==> config.mk <==
export PLATFORM = sky130hd
export DESIGN_NAME = limit_switch_position_sequencer_top
export DESIGN_NICKNAME = d
export VERILOG_FILES = /design/src/rtl/lsps_pkg.sv /design/src/rtl/lsps_core.sv /design/src/rtl/limit_switch_position_sequencer_top.sv
export SDC_FILE = /design/constraint.sdc
export NUM_CORES = 1
export LEC_CHECK = 0
export BUFFER_PORTS_ARGS = -buffer_cell sky130_fd_sc_hd__buf_2
export CAP_MARGIN = 20
export CORE_UTILIZATION = 45
export DETAILED_ROUTE_END_ITERATION = 7
export GPL_TIMING_DRIVEN = 0
export PLACE_DENSITY = 0.83
export SYNTH_ARGS = -nofsm -noshare
export SYNTH_HDL_FRONTEND = slang
export SYNTH_SLANG_ARGS = --single-unit
==> constraint.sdc <==
create_clock -name aclk -period 5.2 [get_ports aclk]
set_input_delay 1.04 -clock aclk [delete_from_list [all_inputs] [get_ports aclk]]
set_output_delay 1.04 -clock aclk [all_outputs]
set_load 0.02 [all_outputs]
==> src/rtl/lsps_pkg.sv <==
// Shared codes, reset values and item types for the limit switch position sequencer.
`timescale 1ns / 1ps

package lsps_pkg;

    // Position codes
    localparam logic [2:0] POS_NONE    = 3'd0;
    localparam logic [2:0] POS_HOME    = 3'd1;
    localparam logic [2:0] POS_MID     = 3'd2;
    localparam logic [2:0] POS_UP      = 3'd3;
    localparam logic [2:0] POS_MIDBACK = 3'd4;

    // Status codes
    localparam logic [2:0] ST_IDLE     = 3'd0;
    localparam logic [2:0] ST_TO_MID   = 3'd1;
    localparam logic [2:0] ST_TO_UP    = 3'd2;
    localparam logic [2:0] ST_TO_MIDBK = 3'd3;
    localparam logic [2:0] ST_TO_HOME  = 3'd4;

    // Reset value of the go command byte ('t')
    localparam logic [7:0] GO_CODE_RESET = 8'd116;

    // Bus widths (fields packed from bit 0, padded to whole bytes)
    localparam int S_TDATA_W = 16;
    localparam int M_TDATA_W = 16;

    // One input item
    typedef struct packed {
        logic       back_ready;
        logic       front_ready;
        logic       home_level;
        logic       limit_level;
        logic [7:0] rx;
    } in_item_t;

    // One result item
    typedef struct packed {
        logic       homed;
        logic       magazine_start;
        logic [2:0] moving_to;
        logic [2:0] where_now;
        logic       motor_on;
        logic       drive_rev;
        logic       drive_fwd;
    } out_item_t;

endpackage

==> src/rtl/lsps_core.sv <==
// Sequencer state registers and per-item next-state logic.
`timescale 1ns / 1ps

module lsps_core
    import lsps_pkg::*;
(
    input  logic      aclk,
    input  logic      aresetn,
    input  logic      step,       // an item is accepted this cycle
    input  in_item_t  item,
    input  logic [7:0] go_code,
    output out_item_t res_next    // result of the current item
);

    logic       enabled_reg, enabled_next;
    logic       last_limit_reg, last_limit_next;
    logic [2:0] pos_reg, pos_next;
    logic [2:0] st_reg, st_next;
    logic       fwd_reg, fwd_next;
    logic       rev_reg, rev_next;
    logic       motor_reg, motor_next;
    logic       mag;
    logic       limit_edge;
    logic       mags_ready;

    // Next-state logic for one tick
    always_comb begin
        enabled_next    = enabled_reg;
        last_limit_next = last_limit_reg;
        pos_next        = pos_reg;
        st_next         = st_reg;
        fwd_next        = fwd_reg;
        rev_next        = rev_reg;
        motor_next      = motor_reg;
        mag             = 1'b0;
        limit_edge      = (last_limit_reg != item.limit_level);
        mags_ready      = item.front_ready & item.back_ready;

        if (enabled_reg) begin
            last_limit_next = item.limit_level;

            // go command: forward from mid, or from home with magazines ready
            if (item.rx == go_code && st_reg == ST_IDLE &&
                (pos_reg == POS_MID || (pos_reg == POS_HOME && mags_ready))) begin
                fwd_next   = 1'b1;
                rev_next   = 1'b0;
                motor_next = 1'b1;
            end

            // limit high: action depends on status, overrides the go command
            if (item.limit_level) begin
                case (st_reg)
                    ST_TO_UP, ST_TO_MIDBK: begin
                        fwd_next   = 1'b0;
                        rev_next   = 1'b1;
                        motor_next = 1'b1;
                    end
                    ST_TO_MID: begin
                        fwd_next   = 1'b1;
                        rev_next   = 1'b1;
                        motor_next = 1'b0;
                    end
                    ST_TO_HOME: begin
                        fwd_next   = 1'b1;
                        rev_next   = 1'b1;
                        motor_next = 1'b0;
                        mag        = 1'b1;
                    end
                    default: ;
                endcase
            end

            // any limit edge steps the position/status cycle
            if (limit_edge) begin
                if (pos_reg != POS_NONE) begin
                    case (pos_reg)
                        POS_HOME: begin
                            pos_next = POS_NONE;
                            st_next  = ST_TO_MID;
                        end
                        POS_MID: begin
                            pos_next = POS_NONE;
                            st_next  = ST_TO_UP;
                        end
                        POS_UP: begin
                            pos_next = POS_NONE;
                            st_next  = ST_TO_MIDBK;
                        end
                        POS_MIDBACK: begin
                            pos_next = POS_NONE;
                            st_next  = ST_TO_HOME;
                        end
                        default: ;
                    endcase
                end else begin
                    case (st_reg)
                        ST_TO_MID: begin
                            pos_next = POS_MID;
                            st_next  = ST_IDLE;
                        end
                        ST_TO_MIDBK: begin
                            pos_next = POS_MIDBACK;
                            st_next  = ST_IDLE;
                        end
                        ST_TO_UP: begin
                            pos_next = POS_UP;
                            st_next  = ST_IDLE;
                        end
                        ST_TO_HOME: begin
                            pos_next = POS_HOME;
                            st_next  = ST_IDLE;
                        end
                        default: ;
                    endcase
                end
            end
        end else begin
            // homing: reverse until the home pin reads low
            if (!item.home_level) begin
                enabled_next = 1'b1;
                pos_next     = POS_HOME;
                st_next      = ST_IDLE;
                fwd_next     = 1'b1;
                rev_next     = 1'b1;
                motor_next   = 1'b0;
            end else begin
                fwd_next   = 1'b0;
                rev_next   = 1'b1;
                motor_next = 1'b1;
            end
        end
    end

    // State update on each accepted item
    always_ff @(posedge aclk) begin
        if (!aresetn) begin
            enabled_reg    <= 1'b0;
            last_limit_reg <= 1'b1;
            pos_reg        <= POS_HOME;
            st_reg         <= ST_IDLE;
            fwd_reg        <= 1'b0;
            rev_reg        <= 1'b1;
            motor_reg      <= 1'b1;
        end else if (step) begin
            enabled_reg    <= enabled_next;
            last_limit_reg <= last_limit_next;
            pos_reg        <= pos_next;
            st_reg         <= st_next;
            fwd_reg        <= fwd_next;
            rev_reg        <= rev_next;
            motor_reg      <= motor_next;
        end
    end

    // Result fields are the state after the tick
    assign res_next.drive_fwd      = fwd_next;
    assign res_next.drive_rev      = rev_next;
    assign res_next.motor_on       = motor_next;
    assign res_next.where_now      = pos_next;
    assign res_next.moving_to      = st_next;
    assign res_next.magazine_start = mag;
    assign res_next.homed          = enabled_next;

    // Once homed, control stays enabled until reset
    a_homed_sticky: assert property (@(posedge aclk) disable iff (!aresetn)
        enabled_reg |=> enabled_reg)
        else $error("control enable dropped without reset");

    // A known position always goes with an idle status, no position with a move
    a_pos_st_pair: assert property (@(posedge aclk) disable iff (!aresetn)
        (pos_reg != POS_NONE) == (st_reg == ST_IDLE))
        else $error("position and status codes out of step");

    // Magazine start only comes with a halted motor
    a_mag_halts: assert property (@(posedge aclk) disable iff (!aresetn)
        (step && mag) |=> (!motor_reg && fwd_reg && rev_reg))
        else $error("magazine start without halt");

    // While homing with the home pin high, the drive is reverse
    a_homing_rev: assert property (@(posedge aclk) disable iff (!aresetn)
        (step && !enabled_reg && item.home_level) |=>
            (!fwd_reg && rev_reg && motor_reg && !enabled_reg))
        else $error("homing drive not reverse");

endmodule

==> src/rtl/limit_switch_position_sequencer_top.sv <==
// Top level of the limit switch position sequencer: handshakes, go code register, result register.
`timescale 1ns / 1ps

// Channel   Direction  Handshake              Payload
// s_        in         s_tvalid / s_tready    one control tick (command byte, pin levels)
// m_        out        m_tvalid / m_tready    pins, position, status, pulse, homed
// cfg_      in         cfg_valid / cfg_ready  go code byte
//
// One item per clock while the output is not stalled: the next state is computed in one pass
// from the item and the state registers, and the output register captures the result on accept.
// A new item is taken while the output register is empty or being drained.
// Synchronous active-low reset: homing state, reverse drive, go code 116, output empty.
// cfg_ready is always high; write the go code only while the block is idle.

module limit_switch_position_sequencer_top
    import lsps_pkg::*;
(
    input  logic                 aclk,
    input  logic                 aresetn,
    // input items
    input  logic                 s_tvalid,
    output logic                 s_tready,
    // [7:0] rx, [8] limit_level, [9] home_level, [10] front_ready, [11] back_ready
    input  logic [S_TDATA_W-1:0] s_tdata,
    // result items
    output logic                 m_tvalid,
    input  logic                 m_tready,
    // [0] drive_fwd, [1] drive_rev, [2] motor_on, [5:3] where_now, [8:6] moving_to,
    // [9] magazine_start, [10] homed
    output logic [M_TDATA_W-1:0] m_tdata,
    // go code register write
    input  logic                 cfg_valid,
    output logic                 cfg_ready,
    input  logic [7:0]           cfg_data
);

    localparam int IN_W  = $bits(in_item_t);
    localparam int OUT_W = $bits(out_item_t);

    logic [7:0] go_code_reg;
    logic       m_valid_reg;
    out_item_t  res_reg;
    out_item_t  res_next;
    in_item_t   item;
    logic       s_accept;

    assign cfg_ready = 1'b1;
    assign s_tready  = !m_valid_reg || m_tready;
    assign s_accept  = s_tvalid && s_tready;
    assign item      = in_item_t'(s_tdata[IN_W-1:0]);

    // Go code register
    always_ff @(posedge aclk) begin
        if (!aresetn) begin
            go_code_reg <= GO_CODE_RESET;
        end else if (cfg_valid && cfg_ready) begin
            go_code_reg <= cfg_data;
        end
    end

    lsps_core u_core (
        .aclk     (aclk),
        .aresetn  (aresetn),
        .step     (s_accept),
        .item     (item),
        .go_code  (go_code_reg),
        .res_next (res_next)
    );

    // Output register
    always_ff @(posedge aclk) begin
        if (!aresetn) begin
            m_valid_reg <= 1'b0;
        end else if (s_accept) begin
            m_valid_reg <= 1'b1;
        end else if (m_tready) begin
            m_valid_reg <= 1'b0;
        end
    end

    always_ff @(posedge aclk) begin
        if (s_accept) begin
            res_reg <= res_next;
        end
    end

    assign m_tvalid = m_valid_reg;
    assign m_tdata  = {{(M_TDATA_W-OUT_W){1'b0}}, res_reg};

endmodule
-- After elaboration in Yosys (flattened, before gate mapping)
Index checks and enable logic that the tools add are counted.
- flip-flop bits (word level): 31
- output and inout bits: 19
- input bits: 29
- word-level logic and storage cells: 73
- multiplexer cells: 30
- reductions and logical operators: 16
- equality and inequality tests: 10
- bitwise operators: 1
- operator list (operator ; number):
    two-way mux 3 bit ; 10
    one-hot mux 3 bit (4 select lines) ; 2
    two-way mux 1 bit ; 16
    equality test 3 x 2 -> 1 bit (second input constant) ; 4
    equality test 8 bit ; 1
    OR reduction 4 bit ; 2
    equality test 3 x 1 -> 1 bit (second input constant) ; 2
    equality test 3 bit (second input constant) ; 2
    logical AND 1 bit ; 4
    one-hot mux 1 bit (2 select lines) ; 2
    AND reduction 2 bit ; 2
    OR reduction 2 bit ; 2
    zero test 3 bit ; 1
    nonzero test 3 bit ; 1
    logical OR 1 bit ; 2
    nonzero test 2 bit ; 1
    bitwise AND 1 bit ; 1
    zero test 1 bit ; 1
    inequality test 1 bit ; 1

-- Logic depth before layout (Yosys ltp)
Gate-level depths: netlist of the first run.
- depth in word-level cells: 8
- depth in mapped cells: 7
- gate-level depth less buffers: 6

-- Hierarchy
Synthesis of the first run repeated with hierarchy kept, for this count alone.
- cells, all modules: 181
- area total of the unflattened synthesis: 1730.4 µm²
- modules (own cells, without submodules) (module ; times used ; area each (µm²) ; seq. area each (µm²) ; cells each):
    lsps_core ; 1 ; 1012.2 ; 220.2 ; 132
    limit_switch_position_sequencer_top ; 1 ; 718.2 ; 510.5 ; 49

-- Worst setup path before layout of the first run
No wires, ideal clock.
- kind: input -> register
- from: input m_tready
- to: register u_core.last_limit_reg
- slack: 2.726 ns
- setup time: 0.128 ns
- stages on the path: 7
- arrival time: 2.345 ns
- buffers on the path: 1
- data required time: 5.072 ns
- cells stage by stage: or2b_2 > nand2_2 > inv_1 > clkbuf_1 > nand2_1 > mux2i_1 > nand2_1
- cells in the longest elaborated chain, start to end: 3
- ends and longest elaborated chain (item ; RTL line ; RTL):
    start: declaration ; limit_switch_position_sequencer_top.sv:27 ; input logic m_tready,
    logical OR 1 bit ; limit_switch_position_sequencer_top.sv:48 ; assign s_tready = !m_valid_reg || m_tready;
    logical AND 1 bit ; limit_switch_position_sequencer_top.sv:49 ; assign s_accept = s_tvalid && s_tready;
    via s_accept ; limit_switch_position_sequencer_top.sv:45 ; logic s_accept;
    AND reduction 2 bit (no line) ; - ;
    end signal: assignment ; lsps_core.sv:146 ; last_limit_reg <= last_limit_next;
    end: declaration ; lsps_core.sv:16 ; logic last_limit_reg, last_limit_next;
The timed path passes the listed nets, and every way through them passes these cells.
A chain may end at the register's enable or synchronous reset.

-- Worst setup path in the final report of the first run
- from: input m_tready
- to: output s_tready
- cells in the longest elaborated chain, start to end: 1
- ends and longest elaborated chain (item ; RTL line ; RTL):
    logical OR 1 bit ; limit_switch_position_sequencer_top.sv:48 ;
    end: declaration ; limit_switch_position_sequencer_top.sv:22 ; output logic s_tready,
Every way passes these cells.

==> results of run 1 <==
cells in the mapped netlist, types with 4 or more instances:
master | count | share of area
dfxtp_1 | 20 | 0.24
nand2_1 | 14 | 0.031
nor2_1 | 12 | 0.027
edfxtp_1 | 11 | 0.19
o21ai_0 | 11 | 0.032
mux2i_1 | 9 | 0.053
xnor2_1 | 9 | 0.046
nor2b_1 | 8 | 0.030
buf_4 | 7 | 0.031
inv_1 | 7 | 0.016
nor3_1 | 7 | 0.021
a21oi_1 | 6 | 0.018
clkbuf_1 | 5 | 0.011
a21boi_0 | 4 | 0.018
nand3_1 | 4 | 0.012
o21a_1 | 4 | 0.018
xor2_1 | 4 | 0.021
tightest hold or removal path, stage by stage, from the launching register on:
cell and delay, ps:
dfxtp_1 340, mux2i_1 70, nand2_1 60
cell families (layout without fill, tap and decap cells):
family,count (synthesis),count (layout),synth area share
and+or+nand+nor,59,59,0.185
muxes,9,9,0.0531
AOI/OAI and AO/OA,39,39,0.162
buffers and inverters,25,68,0.0982
DFF,31,31,0.431
other,2,6,0.00443
xor gates and xnor gates,13,13,0.0672
power by group through the flow:
stage	combinational, W	clock [W]	sequential, W
after detailed placement	0.0000870	0	0.000275
after CTS	0.0000872	0.000201	0.000270
after global routing	0.0000955	0.000210	0.000271
after floorplan	0.0000545	0	0.000282
final	0.0000876	0.000198	0.000270
after global placement	0.0000849	0	0.000275
layer usage:
layer / track usage / share of wire / wire (um) / vias to the layer above
li1: - / - / - / 703
met1: 0.245 / 0.45 / 1630 / 658
met2: 0.294 / 0.47 / 1680 / 47
met3: 0.0598 / 0.056 / 199 / 5
met4: 0.0852 / 0.019 / 67 / 0
met5: 0 / 0 / 0 / -
path summary, 6_finish.rpt:
kind | slack, ps | to | depth (start not counted)
max | 2550 | s_tready | 3
min | 500 | go_code_reg[6]$_SDFFE_PN1P_ | 2
min reg2reg | 500 | go_code_reg[6]$_SDFFE_PN1P_ | 2
max reg2reg | 3150 | u_core.last_limit_reg$_SDFFE_PN1P_ | 7
layout make-up:
| type | instances | area (um2) |
|---|---|---|
| repair buffers | 35 | 175 |
| well taps | 46 | 57.6 |
| clock inverters | 1 | 5.00 |
| flip-flops and latches | 31 | 731 |
| multi-input cells | 126 | 813 |
| clock buffers | 7 | 86.3 |
| fillers | 311 | 1430 |
| inverters | 7 | 26.3 |
| plain buffers | 18 | 140 |
metrics by stage:
| step | worst slack [ps] | power [W] | util |
|---|---|---|---|
| after global routing | 2540 | 0.000577 | 0.587 |
| after floorplan | 2730 | 0.000336 | - |
| after CTS | 2550 | 0.000559 | 0.587 |
| after detailed placement | 2410 | 0.000362 | 0.560 |
| after global placement | 2440 | 0.000360 | 0.560 |
| final | 2550 | 0.000556 | 0.587 |
==> flow_metrics.tcl, run 1 <==
set metrics [dict create \
    synthCells 178 \
    first_pass_iters 4 \
    power.density_mw_per_mm2 273 \
    antenna_found_initial 0 \
    cp.required_ps 4160 \
    arrival_ps 1610 \
    ant_nets 0 \
    tritoncts "done" \
    portBuffers 35 \
    slowest_delay_ps 310 \
    fin_worst_skew_ps 4.51 \
    gr-total-overflow 0 \
    root_buffer "clkbuf_8" \
    synth-seq-cells 31 \
    dr_total_vias 1413 \
    grt_pass1_wl_um 5820 \
    hold_viol 0 \
    grt_use_total 0.192 \
    vias_per_cell 5.21 \
    layout.nets 253 \
    finalInstanceArea_mm2 0.00203 \
    grt_pass1_vias 1266 \
    worstMarginPinSlew_ps 958 \
    startpoint "m_tready" \
    synth_area_mm2 0.00170 \
    power.net_switching_w 0.000148 \
    rows 21 \
    clock_sinks 31 \
    globalplace.congestion 0.926 \
    final_common_cell "buf_2" \
    core-area_mm2 0.00347 \
    sw_frac_of_total 0.267 \
    routed_wl_um 3580 \
    die_w_um 63.4 \
    post_cts_buffers 0 \
    cp_cell_sequence "buf_2, or2b_2, buf_2" \
    ctsResizeCount 0 \
    pwr-share-seq 0.486 \
    fin_crit_sh 0.509 \
    cts_made_buffers 5 \
    final_layout_size_suffix_gt1_frac 0.271 \
    yosys_warnings 0 \
    worstHoldStart "go_code_reg[6]$_SDFFE_PN1P_" \
    async_flop_share 0 \
    finalNonFillerCells 271 \
    synth.distinct_cells 43 \
    setup_viol 0 \
    start_kind "input pin" \
    grt_start_max_net_pins 21 \
    finalCriticalPeriod_ps 2650 \
    synth-edff-count 11 \
    ir_drop_mv 0.208 \
    antenna_cells 0 \
    setup_tns_ps 0 \
    rsz0062_at_grt "no" \
    initial_utilization 0.489 \
    synth-seq-area-share 0.431 \
    dpl_cell_area_mm2 0.00194 \
    synthFlopType "dfxtp_1" \
    power_frac_clock 0.356 \
    path_common_cell "buf_2" \
    p_int_w 0.000408 \
    hold_class "register to register" \
    total_leakage_power_nw 0.867 \
    status "finished clean" \
    path_buf_inv 2 \
    htreeDepth 2 \
    p_comb_frac 0.158 \
    place_inst 263 \
    syn_to_final_growth_pct 20.0 \
    initialDrtViolationCount 70 \
    slew_viol_final 0 \
    die_y_um 63.4 \
    clockBufferDepth 2 \
    top_level_ports 48 \
    synth_area_per_cell_um2 9.52 \
    routedWlPerCell_um 13.2 \
    clkLatencyLatePin_ps 290 \
    max_cap_violations 0 \
    worst_setup_path_end_kind "output port" \
    largest_register_ffs 11 \
    dp_hpwl_um 2580 \
    cp_top_family "simple AND/OR/NAND/NOR gates" \
    worstSetupPathType "input pin to output port" \
    hold_slack_ps 497 \
    fmax_ghz 0.378 \
    die-area_mm2 0.00402 \
    drc 0 \
    final_cell_mix "buf_2, dfxtp_1, nand2_1, nor2_1" \
    worstPathMaxFanout 3 \
    ctsHoldBuffers 0 \
    max-slew-margin-rel 0.362 \
    crit_slowest_cell "or2b_2" \
    cts.clk_slew.worst_paths_ps 60 \
    r2r_start "m_tvalid$_SDFFE_PN0P_" \
]
Note: power is estimated with default switching activity, not from simulation.
==> run 2, diff against run 1 <==
--- a/config.mk
+++ b/config.mk
@@ -10,7 +10,7 @@
 export CORE_UTILIZATION = 45
 export DETAILED_ROUTE_END_ITERATION = 7
 export GPL_TIMING_DRIVEN = 0
-export PLACE_DENSITY = 0.83
+export PLACE_DENSITY = 0.85
 export SYNTH_ARGS = -nofsm -noshare
 export SYNTH_HDL_FRONTEND = slang
 export SYNTH_SLANG_ARGS = --single-unit
==> constraint.sdc (replaced) <==
create_clock -name aclk -period 2.2 [get_ports aclk]
set_input_delay 0.44 -clock aclk [delete_from_list [all_inputs] [get_ports aclk]]
set_output_delay 0.44 -clock aclk [all_outputs]
set_load 0.02 [all_outputs]
==> run 2 against run 1 <==
  * Hold slack got worse by 130 ps
  * Wire length shrank 3.2%
  * Sequential cell count unchanged
  * Largest cell class unchanged
  * Critical path type is now register to register
  * Register-to-register slack got worse by 2800 ps
  * Sequential share of layout area is 0.16 points higher
  * Largest power group unchanged
  * Sequential power is 140% higher
  * Global-route usage is 0.83 points lower
  * Setup slack got worse by 2200 ps
  * Via count fell by 0.21%
  * Combinational power is 130% higher
  * First-iteration DRC count is 17% higher
==> flow_metrics.tcl, run 2 (synthesis results as in run 1) <==
set metrics [dict create \
    status "finished clean" \
    cp_cell_sequence "or2b_2, nand2_2, inv_1, clkbuf_2, nand2_1, mux2i_1, nand2_1" \
    initial_utilization 0.489 \
    tritoncts "done" \
    hold_viol 0 \
    fin_worst_skew_ps 3.19 \
    initialDrtViolationCount 82 \
    worstSetupPathType "register to register" \
    portBuffers 35 \
    final_common_cell "buf_2" \
    fmax_ghz 0.549 \
    setup_tns_ps 0 \
    die_w_um 63.4 \
    multiInputGateArea_um2 813 \
    routedWlPerCell_um 12.8 \
    clockBufferDepth 2 \
    reg2regPathDepth 7 \
    ctsHoldBuffers 0 \
    routed_wl_um 3460 \
    clkLatencyLatePin_ps 280 \
    arrival_ps 1970 \
    slowest_delay_ps 330 \
    rsz0062_at_grt "no" \
    final_cell_mix "buf_2, dfxtp_1, nand2_1, nor2_1" \
    hold_class "input pin to register" \
    power.total_w 0.00127 \
    die-area_mm2 0.00402 \
    dp_hpwl_um 2510 \
    dr_total_vias 1410 \
    power.density_mw_per_mm2 627 \
    antenna_cells 0 \
    r2r_start "m_tvalid$_SDFFE_PN0P_" \
    worstMarginPinSlew_ps 562 \
    clock_sinks 31 \
    cp.required_ps 2350 \
    post_cts_buffers 0 \
    fin_crit_sh 0.828 \
    crit_slowest_cell "dfxtp_1" \
    grt_pass1_vias 1263 \
    first_pass_iters 4 \
    slew_viol_final 0 \
    htreeDepth 2 \
    grt_pass1_wl_um 5600 \
    max-slew-margin-rel 0.625 \
    fillers 297 \
    rrSetupSlack_ps 380 \
    startpoint "m_tvalid$_SDFFE_PN0P_" \
    core-area_mm2 0.00347 \
    setup_viol 0 \
    largest_register_ffs 11 \
    globalplace.congestion 0.919 \
    ctsResizeCount 0 \
    ir_drop_mv 0.398 \
    rows 21 \
    gr-total-overflow 0 \
    worst_setup_path_end_kind "register" \
    start_kind "register" \
    max_cap_violations 0 \
    drc 0 \
    seq_area_um2 731 \
    vias_per_cell 5.20 \
    antenna_found_initial 0 \
    top_level_ports 48 \
    r2r-end "u_core.last_limit_reg$_SDFFE_PN1P_" \
    finalCriticalPeriod_ps 1820 \
    ant_nets 0 \
    total_leakage_power_nw 0.865 \
    cts.clk_slew.worst_paths_ps 60 \
    min_path_cells 3 \
    grt_use_total 0.184 \
    path_common_cell "nand2_1" \
    syn_to_final_growth_pct 19.5 \
    grt_start_max_net_pins 21 \
    final_layout_size_suffix_gt1_frac 0.271 \
    cp-endpoint "u_core.last_limit_reg$_SDFFE_PN1P_" \
    layout.nets 253 \
    die_y_um 63.4 \
    cts_made_buffers 5 \
    root_buffer "clkbuf_8" \
    worstPathMaxFanout 20 \
]
run 2: area by class of cell:
class	count	area share
clock inverters	1	0.00247
clock buffers	7	0.0377
plain buffers	18	0.0698
inverters	7	0.0130
repair buffers	35	0.0865
flip-flops and latches	31	0.361
multi-input cells	126	0.401
well taps	46	0.0284
run 2: per-stage QoR:
step / hold WS, ps / std cells / setup slack (ps) / area, um2 / util
after floorplan: 462 / 182 / 314 / 1710 / -
after global placement: 478 / 263 / 58.9 / 1940 / 0.560
after detailed placement: 486 / 263 / 24.6 / 1940 / 0.560
after CTS: 365 / 271 / 162 / 2020 / 0.584
after global routing: 371 / 271 / 215 / 2030 / 0.584
final: 369 / 271 / 379 / 2030 / 0.584
run 2: worst max-delay path, delay by kind of cell, from the launching register on:
family                 cells  cell delay, ps
and+or+nand+nor            4             730
DFF                        1             330
muxes                      1             190
buffers and inverters      2             430
run 2: worst min path at each step:
stage	slack [ps]	endpoint	from
global route	370	go_code_reg[2]$_SDFFE_PN1P_	cfg_data[2]
detailed placement	490	go_code_reg[6]$_SDFFE_PN1P_	go_code_reg[6]$_SDFFE_PN1P_
global placement	480	go_code_reg[4]$_SDFFE_PN1P_	go_code_reg[4]$_SDFFE_PN1P_
finish	370	go_code_reg[4]$_SDFFE_PN1P_	cfg_data[4]
floorplan	460	go_code_reg[5]$_SDFFE_PN1P_	go_code_reg[5]$_SDFFE_PN1P_
CTS	360	go_code_reg[6]$_SDFFE_PN1P_	cfg_data[6]
run 2: routing by layer:
| layer | GRT usage | part of all wire | vias up |
|---|---|---|---|
| met5 | 0 | 0 | - |
| met4 | 0.116 | 0.025 | 0 |
| met3 | 0.0417 | 0.042 | 7 |
| met2 | 0.283 | 0.49 | 44 |
| met1 | 0.229 | 0.45 | 658 |
| li1 | - | - | 701 |
run 2: report_power, final:
part	internal (W)	leakage (nW)	switching, W	total [W]
Combinational	0.0000867	0.554	0.000118	0.000205
Clock	0.000221	0.0422	0.000205	0.000427
Sequential	0.000625	0.269	0.0000134	0.000639
